File: src/sv/stl_pkg.sv
// ============================================================================
// stl_pkg: shared types, codes and helper functions of the token lexer
// Character classes, token kinds, lexer modes and the keyword table.
// ============================================================================
`timescale 1ns / 1ps
`default_nettype none

package stl_pkg;

  // Token length field and its saturation point.
  localparam int LEN_W = 8;
  localparam logic [LEN_W-1:0] MAX_TOKEN_LEN = LEN_W'(255);
  localparam int KEYWORD_BYTES = 8;
  localparam int POS_W = 16;
  localparam logic [POS_W-1:0] POS_MAX = {POS_W{1'b1}};

  // Queue sizes (power of two depths).
  localparam int FQ_DEPTH = 4;
  localparam int FQ_AW = $clog2(FQ_DEPTH);
  localparam int OQ_DEPTH = 4;
  localparam int OQ_AW = $clog2(OQ_DEPTH);

  // Lexer modes.
  localparam logic [3:0] M_IDLE = 4'd0;
  localparam logic [3:0] M_NAME = 4'd1;
  localparam logic [3:0] M_NUM  = 4'd2;
  localparam logic [3:0] M_DASH = 4'd3;
  localparam logic [3:0] M_BANG = 4'd4;
  localparam logic [3:0] M_BAR  = 4'd5;
  localparam logic [3:0] M_AMP  = 4'd6;
  localparam logic [3:0] M_EQ   = 4'd7;
  localparam logic [3:0] M_LT   = 4'd8;
  localparam logic [3:0] M_GT   = 4'd9;

  // Token kinds.
  localparam logic [5:0] K_EOF      = 6'd0;
  localparam logic [5:0] K_INVALID  = 6'd1;
  localparam logic [5:0] K_NAME     = 6'd2;
  localparam logic [5:0] K_INTEGER  = 6'd3;
  localparam logic [5:0] K_MODULE   = 6'd4;
  localparam logic [5:0] K_STRUCT   = 6'd5;
  localparam logic [5:0] K_CONST    = 6'd6;
  localparam logic [5:0] K_FUNCTION = 6'd7;
  localparam logic [5:0] K_LBRACE   = 6'd8;
  localparam logic [5:0] K_RBRACE   = 6'd9;
  localparam logic [5:0] K_LPAREN   = 6'd10;
  localparam logic [5:0] K_RPAREN   = 6'd11;
  localparam logic [5:0] K_LBRACK   = 6'd12;
  localparam logic [5:0] K_RBRACK   = 6'd13;
  localparam logic [5:0] K_LT       = 6'd14;
  localparam logic [5:0] K_GT       = 6'd15;
  localparam logic [5:0] K_LARROW   = 6'd16;
  localparam logic [5:0] K_RARROW   = 6'd17;
  localparam logic [5:0] K_COMMA    = 6'd18;
  localparam logic [5:0] K_COLON    = 6'd19;
  localparam logic [5:0] K_SEMI     = 6'd20;
  localparam logic [5:0] K_ASSIGN   = 6'd21;
  localparam logic [5:0] K_PLUS     = 6'd22;
  localparam logic [5:0] K_MINUS    = 6'd23;
  localparam logic [5:0] K_STAR     = 6'd24;
  localparam logic [5:0] K_SLASH    = 6'd25;
  localparam logic [5:0] K_TILDE    = 6'd26;
  localparam logic [5:0] K_AMP      = 6'd27;
  localparam logic [5:0] K_BANG     = 6'd28;
  localparam logic [5:0] K_OROR     = 6'd29;
  localparam logic [5:0] K_ANDAND   = 6'd30;
  localparam logic [5:0] K_EQEQ     = 6'd31;
  localparam logic [5:0] K_NEQ      = 6'd32;
  localparam logic [5:0] K_LE       = 6'd33;
  localparam logic [5:0] K_GE       = 6'd34;
  // Returned by the lookups when the byte forms no token of that group.
  localparam logic [5:0] K_NONE     = 6'd0;

  // Keywords, packed most significant byte first.
  localparam logic [63:0] KW_MODULE   = 64'h0000_6d6f_6475_6c65;
  localparam logic [63:0] KW_STRUCT   = 64'h0000_7374_7275_6374;
  localparam logic [63:0] KW_CONST    = 64'h0000_0063_6f6e_7374;
  localparam logic [63:0] KW_FUNCTION = 64'h6675_6e63_7469_6f6e;

  typedef struct packed {
    logic [7:0] in_byte;
    logic       end_of_input;
  } item_t;

  typedef struct packed {
    logic [5:0]       token_kind;
    logic [LEN_W-1:0] token_length;
    logic             length_saturated;
    logic [POS_W-1:0] start_line;
    logic [POS_W-1:0] start_column;
    logic             last_of_run;
  } token_t;

  typedef struct packed {
    logic       is_eoi;
    logic       is_print;
    logic       is_ws;
    logic       is_nl;
    logic       is_letter;
    logic       is_digit;
    logic [3:0] prefix;
    logic [5:0] single;
  } class_t;

  typedef struct packed {
    class_t     cls;
    logic [7:0] value;
  } front_word_t;

  function automatic logic [5:0] single_kind(input logic [7:0] b);
    logic [5:0] k;
    unique case (b)
      8'h7b:   k = K_LBRACE;
      8'h7d:   k = K_RBRACE;
      8'h28:   k = K_LPAREN;
      8'h29:   k = K_RPAREN;
      8'h5b:   k = K_LBRACK;
      8'h5d:   k = K_RBRACK;
      8'h2c:   k = K_COMMA;
      8'h3a:   k = K_COLON;
      8'h3b:   k = K_SEMI;
      8'h2b:   k = K_PLUS;
      8'h2a:   k = K_STAR;
      8'h2f:   k = K_SLASH;
      8'h7e:   k = K_TILDE;
      default: k = K_NONE;
    endcase
    return k;
  endfunction

  function automatic logic [3:0] prefix_mode(input logic [7:0] b);
    logic [3:0] m;
    unique case (b)
      8'h2d:   m = M_DASH;
      8'h21:   m = M_BANG;
      8'h7c:   m = M_BAR;
      8'h26:   m = M_AMP;
      8'h3d:   m = M_EQ;
      8'h3c:   m = M_LT;
      8'h3e:   m = M_GT;
      default: m = M_IDLE;
    endcase
    return m;
  endfunction

  function automatic class_t classify(input logic [7:0] b, input logic eoi);
    class_t c;
    c.is_eoi    = eoi;
    c.is_print  = (b >= 8'd32);
    c.is_ws     = (b == 8'h20) || (b == 8'h09) || (b == 8'h0d) || (b == 8'h0a);
    c.is_nl     = (b == 8'h0a);
    c.is_letter = (b >= 8'h61 && b <= 8'h7a) || (b >= 8'h41 && b <= 8'h5a) || (b == 8'h5f);
    c.is_digit  = (b >= 8'h30 && b <= 8'h39);
    c.prefix    = prefix_mode(b);
    c.single    = single_kind(b);
    return c;
  endfunction

  // Kind of a lone operator prefix when no second byte completes it.
  function automatic logic [5:0] prefix_single_kind(input logic [3:0] m);
    logic [5:0] k;
    unique case (m)
      M_DASH:  k = K_MINUS;
      M_BANG:  k = K_BANG;
      M_BAR:   k = K_INVALID;
      M_AMP:   k = K_AMP;
      M_EQ:    k = K_ASSIGN;
      M_LT:    k = K_LT;
      default: k = K_GT;
    endcase
    return k;
  endfunction

  function automatic logic [5:0] pair_kind(input logic [3:0] m, input logic [7:0] b);
    logic [5:0] k;
    priority if (m == M_DASH && b == 8'h3e) k = K_RARROW;
    else if (m == M_BANG && b == 8'h3d) k = K_NEQ;
    else if (m == M_BAR && b == 8'h7c) k = K_OROR;
    else if (m == M_AMP && b == 8'h26) k = K_ANDAND;
    else if (m == M_EQ && b == 8'h3d) k = K_EQEQ;
    else if (m == M_LT && b == 8'h3d) k = K_LE;
    else if (m == M_LT && b == 8'h2d) k = K_LARROW;
    else if (m == M_GT && b == 8'h3d) k = K_GE;
    else k = K_NONE;
    return k;
  endfunction

endpackage

`default_nettype wire

File: src/sv/stl_front.sv
// ============================================================================
// stl_front: input side of the token lexer
// Classifies each accepted byte and holds it in a short queue for the engine.
// ============================================================================
`timescale 1ns / 1ps
`default_nettype none

module stl_front (
  input  wire logic                clk,
  input  wire logic                rst,
  input  wire logic                push,
  input  stl_pkg::item_t           item,
  output logic                     full,
  output logic                     avail,
  output stl_pkg::front_word_t     head,
  input  wire logic                take
);
  import stl_pkg::*;

  front_word_t mem [FQ_DEPTH];
  logic [FQ_AW-1:0] wp;
  logic [FQ_AW-1:0] rp;
  logic [FQ_AW:0]   count;
  logic             do_push;
  logic             do_pop;

  assign full    = (count == (FQ_AW+1)'(FQ_DEPTH));
  assign avail   = (count != '0);
  assign do_push = push && !full;
  assign do_pop  = take && avail;
  assign head    = mem[rp];

  always_ff @(posedge clk) begin
    if (do_push) begin
      mem[wp].cls   <= classify(item.in_byte, item.end_of_input);
      mem[wp].value <= item.in_byte;
    end
  end

  always_ff @(posedge clk) begin
    if (rst) begin
      wp    <= '0;
      rp    <= '0;
      count <= '0;
    end else begin
      if (do_push) wp <= wp + FQ_AW'(1);
      if (do_pop) rp <= rp + FQ_AW'(1);
      count <= count + (FQ_AW+1)'(do_push) - (FQ_AW+1)'(do_pop);
    end
  end

  a_count_bound: assert property (@(posedge clk) disable iff (rst)
    count <= (FQ_AW+1)'(FQ_DEPTH))
    else $error("front queue count exceeds depth");

endmodule

`default_nettype wire

File: src/sv/stl_engine.sv
// ============================================================================
// stl_engine: token-building state machine
// Consumes classified bytes and produces up to two tokens per byte.
// ============================================================================
`timescale 1ns / 1ps
`default_nettype none

module stl_engine (
  input  wire logic                clk,
  input  wire logic                rst,
  input  wire logic                go,
  input  stl_pkg::front_word_t     word,
  output logic                     w0_valid,
  output stl_pkg::token_t          w0,
  output logic                     w1_valid,
  output stl_pkg::token_t          w1
);
  import stl_pkg::*;

  logic [3:0]       mode,        mode_next;
  logic [63:0]      name_prefix, name_prefix_next;
  logic [LEN_W-1:0] plen,        plen_next;
  logic             psat,        psat_next;
  logic [POS_W-1:0] pline,       pline_next;
  logic [POS_W-1:0] pcol,        pcol_next;
  logic [POS_W-1:0] line,        line_next;
  logic [POS_W-1:0] col,         col_next;

  logic [5:0] name_kind;

  always_comb begin
    name_kind = K_NAME;
    if (!psat) begin
      priority if (plen == LEN_W'(6) && name_prefix == KW_MODULE) name_kind = K_MODULE;
      else if (plen == LEN_W'(6) && name_prefix == KW_STRUCT) name_kind = K_STRUCT;
      else if (plen == LEN_W'(5) && name_prefix == KW_CONST) name_kind = K_CONST;
      else if (plen == LEN_W'(KEYWORD_BYTES) && name_prefix == KW_FUNCTION)
        name_kind = K_FUNCTION;
      else name_kind = K_NAME;
    end
  end

  always_comb begin
    token_t     flush_tok;
    token_t     a_tok;
    token_t     b_tok;
    logic       a_v;
    logic       b_v;
    logic       pend;
    logic       is_pfx;
    logic       cont;
    logic [5:0] pk;
    logic [POS_W-1:0] col_in;
    class_t     c;

    c      = word.cls;
    is_pfx = (mode >= M_DASH) && (mode <= M_GT);
    pend   = (mode == M_NAME) || (mode == M_NUM) || is_pfx;
    pk     = pair_kind(mode, word.value);
    col_in = (c.is_print && col != POS_MAX) ? col + POS_W'(1) : col;

    flush_tok.start_line   = pline;
    flush_tok.start_column = pcol;
    flush_tok.last_of_run  = 1'b0;
    if (mode == M_NAME) begin
      flush_tok.token_kind       = name_kind;
      flush_tok.token_length     = plen;
      flush_tok.length_saturated = psat;
    end else if (mode == M_NUM) begin
      flush_tok.token_kind       = K_INTEGER;
      flush_tok.token_length     = plen;
      flush_tok.length_saturated = psat;
    end else begin
      flush_tok.token_kind       = prefix_single_kind(mode);
      flush_tok.token_length     = LEN_W'(1);
      flush_tok.length_saturated = 1'b0;
    end

    a_v   = 1'b0;
    b_v   = 1'b0;
    a_tok = flush_tok;
    b_tok = flush_tok;
    cont  = 1'b1;

    mode_next        = mode;
    name_prefix_next = name_prefix;
    plen_next        = plen;
    psat_next        = psat;
    pline_next       = pline;
    pcol_next        = pcol;
    line_next        = line;
    col_next         = col;

    if (c.is_eoi) begin
      a_v = pend;
      b_v = 1'b1;
      b_tok.token_kind       = K_EOF;
      b_tok.token_length     = '0;
      b_tok.length_saturated = 1'b0;
      b_tok.start_line       = line;
      b_tok.start_column     = col;
      mode_next        = M_IDLE;
      name_prefix_next = '0;
      plen_next        = '0;
      psat_next        = 1'b0;
      pline_next       = '0;
      pcol_next        = '0;
      line_next        = POS_W'(1);
      col_next         = '0;
    end else begin
      col_next = col_in;
      if ((mode == M_NAME && (c.is_letter || c.is_digit)) ||
          (mode == M_NUM && c.is_digit)) begin
        // Extend the pending name or number.
        cont = 1'b0;
        if (plen < LEN_W'(KEYWORD_BYTES))
          name_prefix_next = {name_prefix[55:0], word.value};
        if (plen < MAX_TOKEN_LEN) plen_next = plen + LEN_W'(1);
        else psat_next = 1'b1;
      end else if (is_pfx && pk != K_NONE) begin
        cont = 1'b0;
        a_v  = 1'b1;
        a_tok.token_kind       = pk;
        a_tok.token_length     = LEN_W'(2);
        a_tok.length_saturated = 1'b0;
        mode_next = M_IDLE;
      end else begin
        a_v       = pend;
        mode_next = M_IDLE;
      end

      if (cont) begin
        if (c.is_ws) begin
          if (c.is_nl) begin
            if (line != POS_MAX) line_next = line + POS_W'(1);
            col_next = '0;
          end
        end else if (c.is_letter || c.is_digit || c.prefix != M_IDLE) begin
          mode_next        = c.is_letter ? M_NAME : (c.is_digit ? M_NUM : c.prefix);
          name_prefix_next = {56'd0, word.value};
          plen_next        = LEN_W'(1);
          psat_next        = 1'b0;
          pline_next       = line;
          pcol_next        = col_in;
        end else begin
          b_v = 1'b1;
          b_tok.token_kind       = (c.single != K_NONE) ? c.single : K_INVALID;
          b_tok.token_length     = LEN_W'(1);
          b_tok.length_saturated = 1'b0;
          b_tok.start_line       = line;
          b_tok.start_column     = col_in;
        end
      end
    end

    w0_valid = go && (a_v || b_v);
    w1_valid = go && a_v && b_v;
    w0 = a_v ? a_tok : b_tok;
    w0.last_of_run = !(a_v && b_v);
    w1 = b_tok;
    w1.last_of_run = 1'b1;
  end

  always_ff @(posedge clk) begin
    if (rst) begin
      mode        <= M_IDLE;
      name_prefix <= '0;
      plen        <= '0;
      psat        <= 1'b0;
      pline       <= '0;
      pcol        <= '0;
      line        <= POS_W'(1);
      col         <= '0;
    end else if (go) begin
      mode        <= mode_next;
      name_prefix <= name_prefix_next;
      plen        <= plen_next;
      psat        <= psat_next;
      pline       <= pline_next;
      pcol        <= pcol_next;
      line        <= line_next;
      col         <= col_next;
    end
  end

  a_eoi_restart: assert property (@(posedge clk) disable iff (rst)
    go && word.cls.is_eoi |=> mode == M_IDLE && line == POS_W'(1) && col == '0)
    else $error("stream did not restart after end marker");

  a_eoi_emits: assert property (@(posedge clk) disable iff (rst)
    go && word.cls.is_eoi |-> w0_valid && (w1_valid ? w1.token_kind == K_EOF
                                                    : w0.token_kind == K_EOF))
    else $error("end marker without end-of-file token");

endmodule

`default_nettype wire

File: src/sv/stl_out_queue.sv
// ============================================================================
// stl_out_queue: result queue of the token lexer
// Takes up to two tokens a cycle and presents the oldest one to the consumer.
// ============================================================================
`timescale 1ns / 1ps
`default_nettype none

module stl_out_queue (
  input  wire logic          clk,
  input  wire logic          rst,
  input  wire logic          w0_valid,
  input  stl_pkg::token_t    w0,
  input  wire logic          w1_valid,
  input  stl_pkg::token_t    w1,
  output logic               room2,
  output logic               empty,
  output stl_pkg::token_t    token,
  input  wire logic          pop
);
  import stl_pkg::*;

  token_t mem [OQ_DEPTH];
  logic [OQ_AW-1:0] wp;
  logic [OQ_AW-1:0] rp;
  logic [OQ_AW:0]   count;
  logic             do_pop;
  logic [OQ_AW:0]   n_push;

  assign empty  = (count == '0);
  assign room2  = (count <= (OQ_AW+1)'(OQ_DEPTH - 2));
  assign do_pop = pop && !empty;
  assign token  = mem[rp];
  assign n_push = (OQ_AW+1)'(w0_valid) + (OQ_AW+1)'(w1_valid);

  always_ff @(posedge clk) begin
    if (w0_valid) mem[wp] <= w0;
    if (w1_valid) mem[wp + OQ_AW'(1)] <= w1;
  end

  always_ff @(posedge clk) begin
    if (rst) begin
      wp    <= '0;
      rp    <= '0;
      count <= '0;
    end else begin
      wp    <= wp + n_push[OQ_AW-1:0];
      if (do_pop) rp <= rp + OQ_AW'(1);
      count <= count + n_push - (OQ_AW+1)'(do_pop);
    end
  end

  a_pair_order: assert property (@(posedge clk) disable iff (rst)
    w1_valid |-> w0_valid)
    else $error("second token written without a first");

  a_no_overrun: assert property (@(posedge clk) disable iff (rst)
    w0_valid |-> room2)
    else $error("token written without room for a pair");

  a_count_bound: assert property (@(posedge clk) disable iff (rst)
    count <= (OQ_AW+1)'(OQ_DEPTH))
    else $error("result queue count exceeds depth");

endmodule

`default_nettype wire

File: src/sv/source_token_lexer_core.sv
// Each accepted byte is parked in the front queue; the engine takes it from
// there and its tokens are registered in the result queue, oldest first.
// Throughput: one byte per cycle while the result queue has room for a pair;
// a byte that yields two tokens needs two pops, so the pop rate bounds it.
// Reset (synchronous, active high) empties both queues, sets line 1, column 0.
// ============================================================================
// source_token_lexer_core: byte-stream tokenizer
// Groups source bytes into names, keywords, integers and operators, tracking
// the line and column at which each token starts.
// ============================================================================
`timescale 1ns / 1ps
`default_nettype none

module source_token_lexer_core (
  input  wire logic          clk,
  input  wire logic          rst,
  input  wire logic          push,
  input  stl_pkg::item_t     item,
  output logic               full,
  output logic               empty,
  output stl_pkg::token_t    token,
  input  wire logic          pop
);
  import stl_pkg::*;

  // The front classifies each byte (letter, digit, whitespace, operator
  // prefix, single-character punctuation) as it is pushed and parks the
  // result in a four-word queue, so the input side keeps taking words even
  // while the engine waits for room at the output.
  logic        f_avail;
  front_word_t f_head;
  logic        go;

  // Engine results: up to two tokens per byte, written as a pair.
  logic   w0_valid;
  token_t w0;
  logic   w1_valid;
  token_t w1;
  logic   room2;

  stl_front u_front (
    .clk   (clk),
    .rst   (rst),
    .push  (push),
    .item  (item),
    .full  (full),
    .avail (f_avail),
    .head  (f_head),
    .take  (go)
  );

  // The engine steps only when the result queue can hold a full pair. This
  // keeps the lexer state free of any partial-emit bookkeeping: each byte is
  // finished in the cycle that it is taken.
  assign go = f_avail && room2;

  stl_engine u_engine (
    .clk      (clk),
    .rst      (rst),
    .go       (go),
    .word     (f_head),
    .w0_valid (w0_valid),
    .w0       (w0),
    .w1_valid (w1_valid),
    .w1       (w1)
  );

  // The result queue presents the oldest token; pop takes it when empty is
  // low. A pending name, number or operator prefix flushed together with a new
  // token enters as two words in the same cycle, oldest first.
  stl_out_queue u_out (
    .clk      (clk),
    .rst      (rst),
    .w0_valid (w0_valid),
    .w0       (w0),
    .w1_valid (w1_valid),
    .w1       (w1),
    .room2    (room2),
    .empty    (empty),
    .token    (token),
    .pop      (pop)
  );

endmodule

`default_nettype wire
File: config.mk
export PLATFORM = sky130hd
export DESIGN_NAME = source_token_lexer_core
export DESIGN_NICKNAME = d
export VERILOG_FILES = /design/src/sv/stl_pkg.sv /design/src/sv/stl_front.sv /design/src/sv/stl_engine.sv /design/src/sv/stl_out_queue.sv /design/src/sv/source_token_lexer_core.sv
export SDC_FILE = /design/constraint.sdc
export NUM_CORES = 1
export LEC_CHECK = 0
export BUFFER_PORTS_ARGS = -buffer_cell sky130_fd_sc_hd__buf_2
export CORE_ASPECT_RATIO = 0.75
export CORE_MARGIN = 2
export CORE_UTILIZATION = 60
export CTS_BUF_LIST = sky130_fd_sc_hd__clkbuf_8
export DETAILED_ROUTE_END_ITERATION = 16
export MAX_ROUTING_LAYER = met4
export PLACE_DENSITY = 0.79
export SLEW_MARGIN = 20
export SYNTH_ARGS = -nofsm -noshare
export SYNTH_HDL_FRONTEND = slang
export SYNTH_SLANG_ARGS = --single-unit
File: constraint.sdc
create_clock -name clk -period 7.9 [get_ports clk]
set_input_delay 0.395 -clock clk [delete_from_list [all_inputs] [get_ports clk]]
set_output_delay 0.395 -clock clk [all_outputs]
set_load 0.05 [all_outputs]
# After elaboration in Yosys (flattened, before gate mapping)
# Memory sizes are Yosys's and may differ from the RTL's. A register that Yosys moved wholly into a read port is not among the register bits.
# Index checks and enable logic that the tools add are counted.
dict set report totals {
  ff_bits 155
  mem_bits_rw 288
  in_bits 13
  out_inout_bits 50
  word_cells 237
  memories 2
}
dict set report classes {
  addsub 13
  magnitude_cmp 12
  eq_ne 50
  n_mux 92
  n_reduce_logical 54
}
# memory words word_bits read_ports rd_ports_with_merged_regs write_ports line
set memory_table {}
lappend memory_table {u_out.mem 4 48 1 1 2 stl_out_queue.sv:22} ;# token_t mem [OQ_DEPTH];
lappend memory_table {u_front.mem 4 24 1 1 1 stl_front.sv:20} ;# front_word_t mem [FQ_DEPTH];
# op n
set op_table {}
lappend op_table {{$mux 64} 6}
lappend op_table {{$mux 16} 18}
lappend op_table {{$mux 47} 4}
lappend op_table {{$eq 8x6->1 const B} 19}
lappend op_table {{$eq 64x47->1 const B} 2}
lappend op_table {{$mux 6} 14}
lappend op_table {{$mux 15} 5}
lappend op_table {{$pmux 5 s13} 1}
lappend op_table {{$eq 64x39->1 const B} 1}
lappend op_table {{$eq 64x63->1 const B} 1}
lappend op_table {{$eq 8x7->1 const B} 8}
lappend op_table {{$mux 48} 1}
lappend op_table {{$mux 8} 6}
lappend op_table {{$add 16x1->16 const B} 2}
lappend op_table {{$eq 8x4->1 const B} 4}
lappend op_table {{$mux 4} 8}
lappend op_table {{$ne 16x16->1 const B} 2}
lappend op_table {{$pmux 5 s6} 1}
lappend op_table {{$logic_and 1x1->1} 28}
lappend op_table {{$pmux 4 s7} 1}
lappend op_table {{$mux 1} 22}
lappend op_table {{$eq 4x3->1 const B} 4}
lappend op_table {{$eq 8x3->1 const B} 2}
lappend op_table {{$ge 8x6->1 const B} 2}
lappend op_table {{31 further kinds} 59}

# Logic depth before layout (Yosys ltp)
# Gate-level depths: netlist of run 1.
dict set report logic_depth {
  ltp_word 22
  ltp_mapped 17
  ltp_nobuf 14
}

# Hierarchy
# Synthesis of run 1 repeated with hierarchy kept, for this count alone.
dict set report unflattened {
  hier_cells 1695
  hier_area_um2 21854.7
}
# mod instances cells_each area_per_inst_um2 seq_area_each_um2
set modules_own_cells {}
lappend modules_own_cells {stl_out_queue 1 513 9704.3 5945.7}
lappend modules_own_cells {stl_engine 1 924 7830.0 2822.7}
lappend modules_own_cells {stl_front 1 257 4314.1 2942.8}
lappend modules_own_cells {source_token_lexer_core 1 1 6.3 0.0}

# Worst setup path after synthesis of run 1
# Ideal clock, no wire load.
dict set report synth_path {
  kind {reg-to-reg}
  startpoint {register with a tool-made name}
  endpoint {memory u_out.mem[2][10] (netlist name) (enable)}
  setup_ns 0.517
  t_arrival_ns 5.551
  required_ns 7.383
  setup_slack_ns 1.832
  path_stages_with_launch 9
  path_buffers 2
  synth_period_minus_slack_ns 6.068
  path_cell_list {dfxtp_1 > buf_6 > mux4_2 > o211ai_1 > a211oi_1 > a21oi_1 > clkbuf_1 > nand3_1 > o21ai_0}
}
# element line
set synth_rtl {}
lappend synth_rtl {{end: declaration} stl_out_queue.sv:22}

==> reports/metrics.cfg, run 1 <==
[clock_network]
cts-root-buf = sky130_fd_sc_hd__clkbuf_8
clk-insertion-delay-late_ps = 630
cts_made_buffers = 68
cts_buffer_depth = 3
clkSinkCount = 443
ctsResizeCount = 0
clk_pin_slew_ps = 70
post_cts_hold_buffer_count = 1
cts_tree = yes
cts.repair_timing.setup_buffer_count = 0
h-tree-depth = 3

[synth]
synth_top_area_cell = sky130_fd_sc_hd__edfxtp_1
yosysWarnings = 0
synth_top_cell_area_share = 0.403
synth_cell_types = 83
share_of_synthesized_flip_flops_with_an_asynchronous_set_or_reset = 0
prevailing_post_synth_register_cell = sky130_fd_sc_hd__edfxtp_1
mapped_avg_cell_area_um2 = 11.1
synthMostInstantiatedCell = sky130_fd_sc_hd__nand2_1
syn_nets = 1906
sequential_element_share_of_the_synthesized_area = 0.559
ranking_of_synthesized_cells_by_area = sky130_fd_sc_hd__edfxtp_1, sky130_fd_sc_hd__dfxtp_1, sky130_fd_sc_hd__mux4_2
cell_area_after_synthesis_um2 = 20900
synth-edff-count = 280
most_instantiated_cells_after_synthesis = sky130_fd_sc_hd__nand2_1, sky130_fd_sc_hd__edfxtp_1, sky130_fd_sc_hd__dfxtp_1, sky130_fd_sc_hd__nor2_1, sky130_fd_sc_hd__o21ai_0
synthCells = 1874
postSynthRegisterBits = 443

[timing]
period_share = 0.654
final_max_slew_viol_count = 0
post-route-worst-setup-slack_ps = 2730
post-route-min-period_ps = 5170
final-hold-violation-count = 0
relSlewSlack = 0.307
rsz0062_at_grt = no
setup_failing_eps_final = 0
worst_pin_slew_ps = 1040
setup_tns_final_ps = 0
worst_clock_skew_ps = 34.2
fmax_mhz = 194

[cells_and_area]
post_layout_cell_count = 2421
postLayoutCellArea_um2 = 22800
nFillCells = 2551
final_layout_size_suffix_gt1_frac = 0.150
area.growth.synth_to_final_pct = 9.34
antennaDiodeCount = 0
num-nets-final = 1941

[placed_design]
dp_hpwl_mm = 34.9
placement.cell_area_um2 = 21500
placedCellCount = 2294
port_buffers = 62
dp_slack_ps = 2370
gp_routability_congestion = 0.969

[routing]
routed-via-count = 15800
postRouteWirelength_mm = 53.2
avgRoutedWirePerCell_um = 22.0
final_antenna_net_count = 0
drt_iter0_drc = 2212
drt_pre_antenna_iters = 6
drc = 0
vias_per_cell = 6.51

[critical_path]
cp_data_arrival_time_ps = 5440
crit_path_max_fanout = 24
regToRegSetupSlack_ps = 2730
endpoint_required_time_on_the_critical_path_ps = 8170
endpoint_kind = register
worst-setup-path-type = reg2reg
critical_path.startpoint_type = register

[floorplanning]
core-area_um2 = 34500
boundaryPins = 63
initial_utilization = 0.606
floorplan.die.height_um = 166
die_x_um = 219
floorplan.rows = 59
die-area_um2 = 36300

[global_routing]
antenna_violations_before_repair = 0
grt_use_total = 0.305
first_global_vias = 14900
grt_overflow_total = 0
first_pass_grt_wire_length_mm = 82.9
grt_start_max_net_pins = 51

[min_path]
hold_path_class = in2reg

[pwr]
power_mw = 7.64
p_comb_frac = 0.371
switching_share = 0.403
cellInternalPower_mw = 4.56
clock_power_share = 0.235
p_leak_nw = 7.30
switching_power_mw = 3.08
worst_ir_drop_vdd_v = 0.000246
cellPowerDensity_nw_per_um2 = 335
power_frac_seq = 0.394

[job]
timing.max_cap.violations = 0

[status]
status = complete, no violations

placed cells by master, fill, tap and decap left out, types with 11 or more instances in the layout:
cell and instances:
sky130_fd_sc_hd__inv_1 61, sky130_fd_sc_hd__nor2b_1 15, sky130_fd_sc_hd__a21oi_1 74, sky130_fd_sc_hd__o21ai_0 133, sky130_fd_sc_hd__nand4_1 19, sky130_fd_sc_hd__buf_2 62, sky130_fd_sc_hd__buf_4 29, sky130_fd_sc_hd__nor3_1 36
sky130_fd_sc_hd__a211oi_1 14, sky130_fd_sc_hd__o21a_1 11, sky130_fd_sc_hd__nand3_1 30, sky130_fd_sc_hd__xor2_1 14, sky130_fd_sc_hd__edfxtp_1 280, sky130_fd_sc_hd__nor4_1 21, sky130_fd_sc_hd__nand2_1 291, sky130_fd_sc_hd__ha_1 17
sky130_fd_sc_hd__nor2_1 142, sky130_fd_sc_hd__o22ai_1 34, sky130_fd_sc_hd__nand2b_1 22, sky130_fd_sc_hd__a22o_1 66, sky130_fd_sc_hd__clkbuf_8 77, sky130_fd_sc_hd__mux4_2 72, sky130_fd_sc_hd__dfxtp_1 160, sky130_fd_sc_hd__and3_1 11
sky130_fd_sc_hd__xnor2_1 32
cell type report:
| cell class | instances | area [um^2] | share of cell area |
|---|---|---|---|
| inverter | 27 | 101 | 0.00444 |
| sequential | 443 | 11700 | 0.511 |
| timing repair buffer | 93 | 566 | 0.0248 |
| multi-input combinational | 1276 | 8640 | 0.378 |
| clock buffer | 77 | 1060 | 0.0464 |
| tap | 457 | 572 | 0.0250 |
| clock inverter | 48 | 219 | 0.00959 |
cell families (layout without fill, tap and decap cells):
| family | count (synthesis) | count (layout) | share of synthesized area |
|---|---|---|---|
| compound gates | 443 | 443 | 0.139 |
| fa+ha+maj | 20 | 20 | 0.0126 |
| flops | 443 | 443 | 0.559 |
| xor+xnor | 46 | 46 | 0.0193 |
| simple gates | 678 | 678 | 0.153 |
| buf+inv | 155 | 245 | 0.0305 |
| mux | 89 | 89 | 0.0863 |
worst max-delay path: stages, from the launching register on:
cell                       delay (ps)
sky130_fd_sc_hd__dfxtp_2          680
sky130_fd_sc_hd__mux4_2           620
sky130_fd_sc_hd__nor4_1           370
sky130_fd_sc_hd__nand3b_1         300
sky130_fd_sc_hd__a211oi_2         340
sky130_fd_sc_hd__nand2_2          350
sky130_fd_sc_hd__a21oi_2          400
sky130_fd_sc_hd__nand3_1          540
sky130_fd_sc_hd__nand2_2          720
sky130_fd_sc_hd__buf_4            490
power by group through the flow:
stage               clock network (mW)  registers, mW  logic (mW)
finish                            1.79           3.01        2.84
CTS                               1.81           3.05        2.76
global placement                     0           3.07        2.70
floorplan                            0           2.95        2.12
detailed placement                   0           3.09        2.75
global route                      1.91           3.04        3.03
per-stage QoR:
stage | hold WS (ps) | utilization
after floorplan | 435 | -
after global placement | 443 | 0.624
after detailed placement | 451 | 0.624
after CTS | 34.6 | 0.661
after global routing | 73.4 | 0.662
final | 69.9 | 0.662
worst paths after layout:
kind                                                from                  endpoint  cells after the start
worst max-delay path                            register          u_out.mem[3][11]                      9
worst min-delay path                             item[7]         u_front.mem[1][6]                      1
worst max register to register                  register          u_out.mem[3][11]                      9
worst min register to register  u_engine.name_prefix[56]  u_engine.name_prefix[56]                      2
registers in the layout, indices dropped and copies added (netlist names), 3 cells and up, named ones only:
register and flops:
u_out.mem 192, u_front.mem 92, u_engine.name_prefix 64, u_engine.col 16
u_engine.line 16, u_engine.pcol 16, u_engine.pline 16, u_engine.plen 8
u_engine.mode 4, u_front.count 3, u_out.count 3
metal layers:
metal / vias up / GRT usage / wire length (um)
met5: - / - / 0
met4: 0 / 0.0872 / 1100
met3: 108 / 0.0636 / 5440
met2: 877 / 0.436 / 23200
met1: 7662 / 0.443 / 23400
li1: 7125 / - / -
Power figures use the tool's default switching activity.
==> run 2: changes to the inputs <==
clock period = 5.41 ns   (was 7.9 ns; I/O delays follow)
==> run 2 against run 1 <==
Wire length increased by 1.1%. Worst setup slack got worse by 1900 ps. Worst hold slack got worse by 34 ps. Core utilization increased by 0.29 points. Maximum frequency increased by 13%. Clock power increased by 47%. Register-to-register slack got worse by 1900 ps. Flip-flop and latch count unchanged. Cell area increased by 0.43%. Non-clock buffer count increased by 12. Sequential share of layout area decreased by 0.23 points. Via count increased by 1.3%.
==> reports/metrics.cfg, run 2 (synthesis results as in run 1) <==
[timing]
worst_pin_slew_ps = 925
setup_tns_final_ps = 0
worst_clock_skew_ps = 36.4
rsz0062_at_grt = no
final-hold-violation-count = 0
fmax_mhz = 218
setup_failing_eps_final = 0
post-route-min-period_ps = 4590
final_max_slew_viol_count = 0
period_share = 0.849
relSlewSlack = 0.381

[floorplanning]
die_x_um = 219
die-area_um2 = 36300
floorplan.rows = 59
core-area_um2 = 34500
initial_utilization = 0.606
floorplan.die.height_um = 166
boundaryPins = 63

[critical_path]
endpoint_required_time_on_the_critical_path_ps = 5650
r2r-end = u_out.mem[1][29]
r2r_cells = 10
endpoint_kind = register
cp_data_arrival_time_ps = 4830
crit_path_max_fanout = 40
worst-setup-path-type = reg2reg
regToRegSetupSlack_ps = 820
critical_path.startpoint_type = register

[cells_and_area]
mostFrequentLayoutCell = sky130_fd_sc_hd__nand2_1
registers.top_by_ff_count = u_out.mem
final_layout_size_suffix_gt1_frac = 0.154
num-nets-final = 1953
largest_register_ff_count = 192
nFillCells = 2545
antennaDiodeCount = 0
layout_common_cells = sky130_fd_sc_hd__nand2_1, sky130_fd_sc_hd__edfxtp_1, sky130_fd_sc_hd__dfxtp_1, sky130_fd_sc_hd__nor2_1, sky130_fd_sc_hd__o21ai_0
layout_top_registers = u_out.mem x192, u_front.mem x92, u_engine.name_prefix x64
layout.core_utilization = 0.665
area.growth.synth_to_final_pct = 9.81

[clock_network]
cts_tree = yes
cts.repair_timing.setup_buffer_count = 0
ctsResizeCount = 0
clk-insertion-delay-late_ps = 620
clk_pin_slew_ps = 60
cts-root-buf = sky130_fd_sc_hd__clkbuf_8
h-tree-depth = 3
cts_buffer_depth = 3
cts_made_buffers = 68
clkSinkCount = 443

[min_path]
timing.hold.worst_endpoint = u_engine.line[1]
worstHoldStart = rst
whs_path_depth = 2
hold_path_class = in2reg

[global_routing]
first_pass_grt_wire_length_mm = 84.1
grt_use_total = 0.309
grt_overflow_total = 0
antenna_violations_before_repair = 0
first_global_vias = 15200
grt_start_max_net_pins = 51

[pwr]
cellInternalPower_mw = 6.71
clock_power_share = 0.234
p_comb_frac = 0.377
switching_share = 0.402
power_frac_seq = 0.389
worst_ir_drop_vdd_v = 0.000514
p_leak_nw = 7.28
cellPowerDensity_nw_per_um2 = 490
switching_power_mw = 4.52

[routing]
vias_per_cell = 6.57
final_antenna_net_count = 0
avgRoutedWirePerCell_um = 22.1
postRouteWirelength_mm = 53.8
drc = 0
drt_pre_antenna_iters = 8
drt_iter0_drc = 1955
routed-via-count = 16000

[placed_design]
port_buffers = 62
dp_hpwl_mm = 34.2
gp_routability_congestion = 0.910

[status]
status = complete, no violations

[job]
timing.max_cap.violations = 0

run 2: cell types whose count changed in the layout (fill, tap and decap cells not counted), moves of 5 or more:
cell	before	now
sky130_fd_sc_hd__inv_1	61	47
sky130_fd_sc_hd__clkinvlp_4	0	5
sky130_fd_sc_hd__clkbuf_8	77	72
sky130_fd_sc_hd__clkinv_2	3	9
sky130_fd_sc_hd__buf_4	29	36
sky130_fd_sc_hd__clkinv_1	5	14
run 2: area by class of cell:
type	count	area, um^2	area share
flip-flops and latches	443	11700	0.509
multi-input cells	1276	8630	0.376
clock buffers	72	991	0.0432
repair buffers	105	683	0.0298
well taps	457	572	0.0249
clock inverters	51	279	0.0122
inverters	27	101	0.00442
run 2: worst max-delay path by stage:
stage,startpoint,endpoint,cells past startpoint,slack (ps)
after floorplan,register,u_out.mem[2][10],8,610
after global placement,register,u_out.mem[1][31],10,1060
after detailed placement,register,u_out.mem[1][30],10,900
after CTS,register,u_out.mem[1][29],10,900
after global routing,register,u_out.mem[1][26],10,450
final,register,u_out.mem[1][29],10,820
run 2: power by group through the flow:
| stage | clock network (mW) | registers, mW | logic, mW |
|---|---|---|---|
| after CTS | 2.65 | 4.43 | 4.09 |
| after floorplan | 0 | 4.31 | 3.09 |
| after global routing | 2.79 | 4.42 | 4.47 |
| final | 2.63 | 4.37 | 4.23 |
| after detailed placement | 0 | 4.50 | 4.07 |
| after global placement | 0 | 4.47 | 3.98 |
run 2: metrics by stage:
stage / total power [mW] / area, um^2 / std cells / setup WS (ps) / hold slack (ps)
2_1_floorplan: 7.40 / 20900 / 1874 / 610 / 369
3_3_place_gp: 8.45 / 21600 / 2302 / 1060 / 443
3_5_place_dp: 8.57 / 21600 / 2303 / 904 / 451
4_1_cts: 11.2 / 22900 / 2430 / 897 / 17.1
5_1_grt: 11.7 / 22900 / 2431 / 453 / 33.0
6_report: 11.2 / 22900 / 2431 / 819 / 36.1
run 2: layer usage:
| layer | vias up | global-route usage | wire length (um) |
|---|---|---|---|
| met3 | 107 | 0.0518 | 5700 |
| met2 | 924 | 0.447 | 23700 |
| met5 | - | - | 0 |
| met1 | 7811 | 0.452 | 23200 |
| met4 | 0 | 0.0921 | 1170 |
| li1 | 7133 | - | - |
run 2: critical path: stages (launching register included):
cell and delay, ps:
sky130_fd_sc_hd__dfxtp_1 310, sky130_fd_sc_hd__buf_4 420, sky130_fd_sc_hd__mux4_2 590, sky130_fd_sc_hd__nor4_1 450, sky130_fd_sc_hd__nand3b_1 310, sky130_fd_sc_hd__a211oi_2 320, sky130_fd_sc_hd__nand2_2 100, sky130_fd_sc_hd__a21oi_2 280
sky130_fd_sc_hd__nand2_1 450, sky130_fd_sc_hd__nand2_2 390, sky130_fd_sc_hd__buf_4 590
run 2: timing repair:
item	in CTS	in global routing
hold buffers	4	0
endpoints found under the hold margin	15	0
setup endpoints to repair	0	0
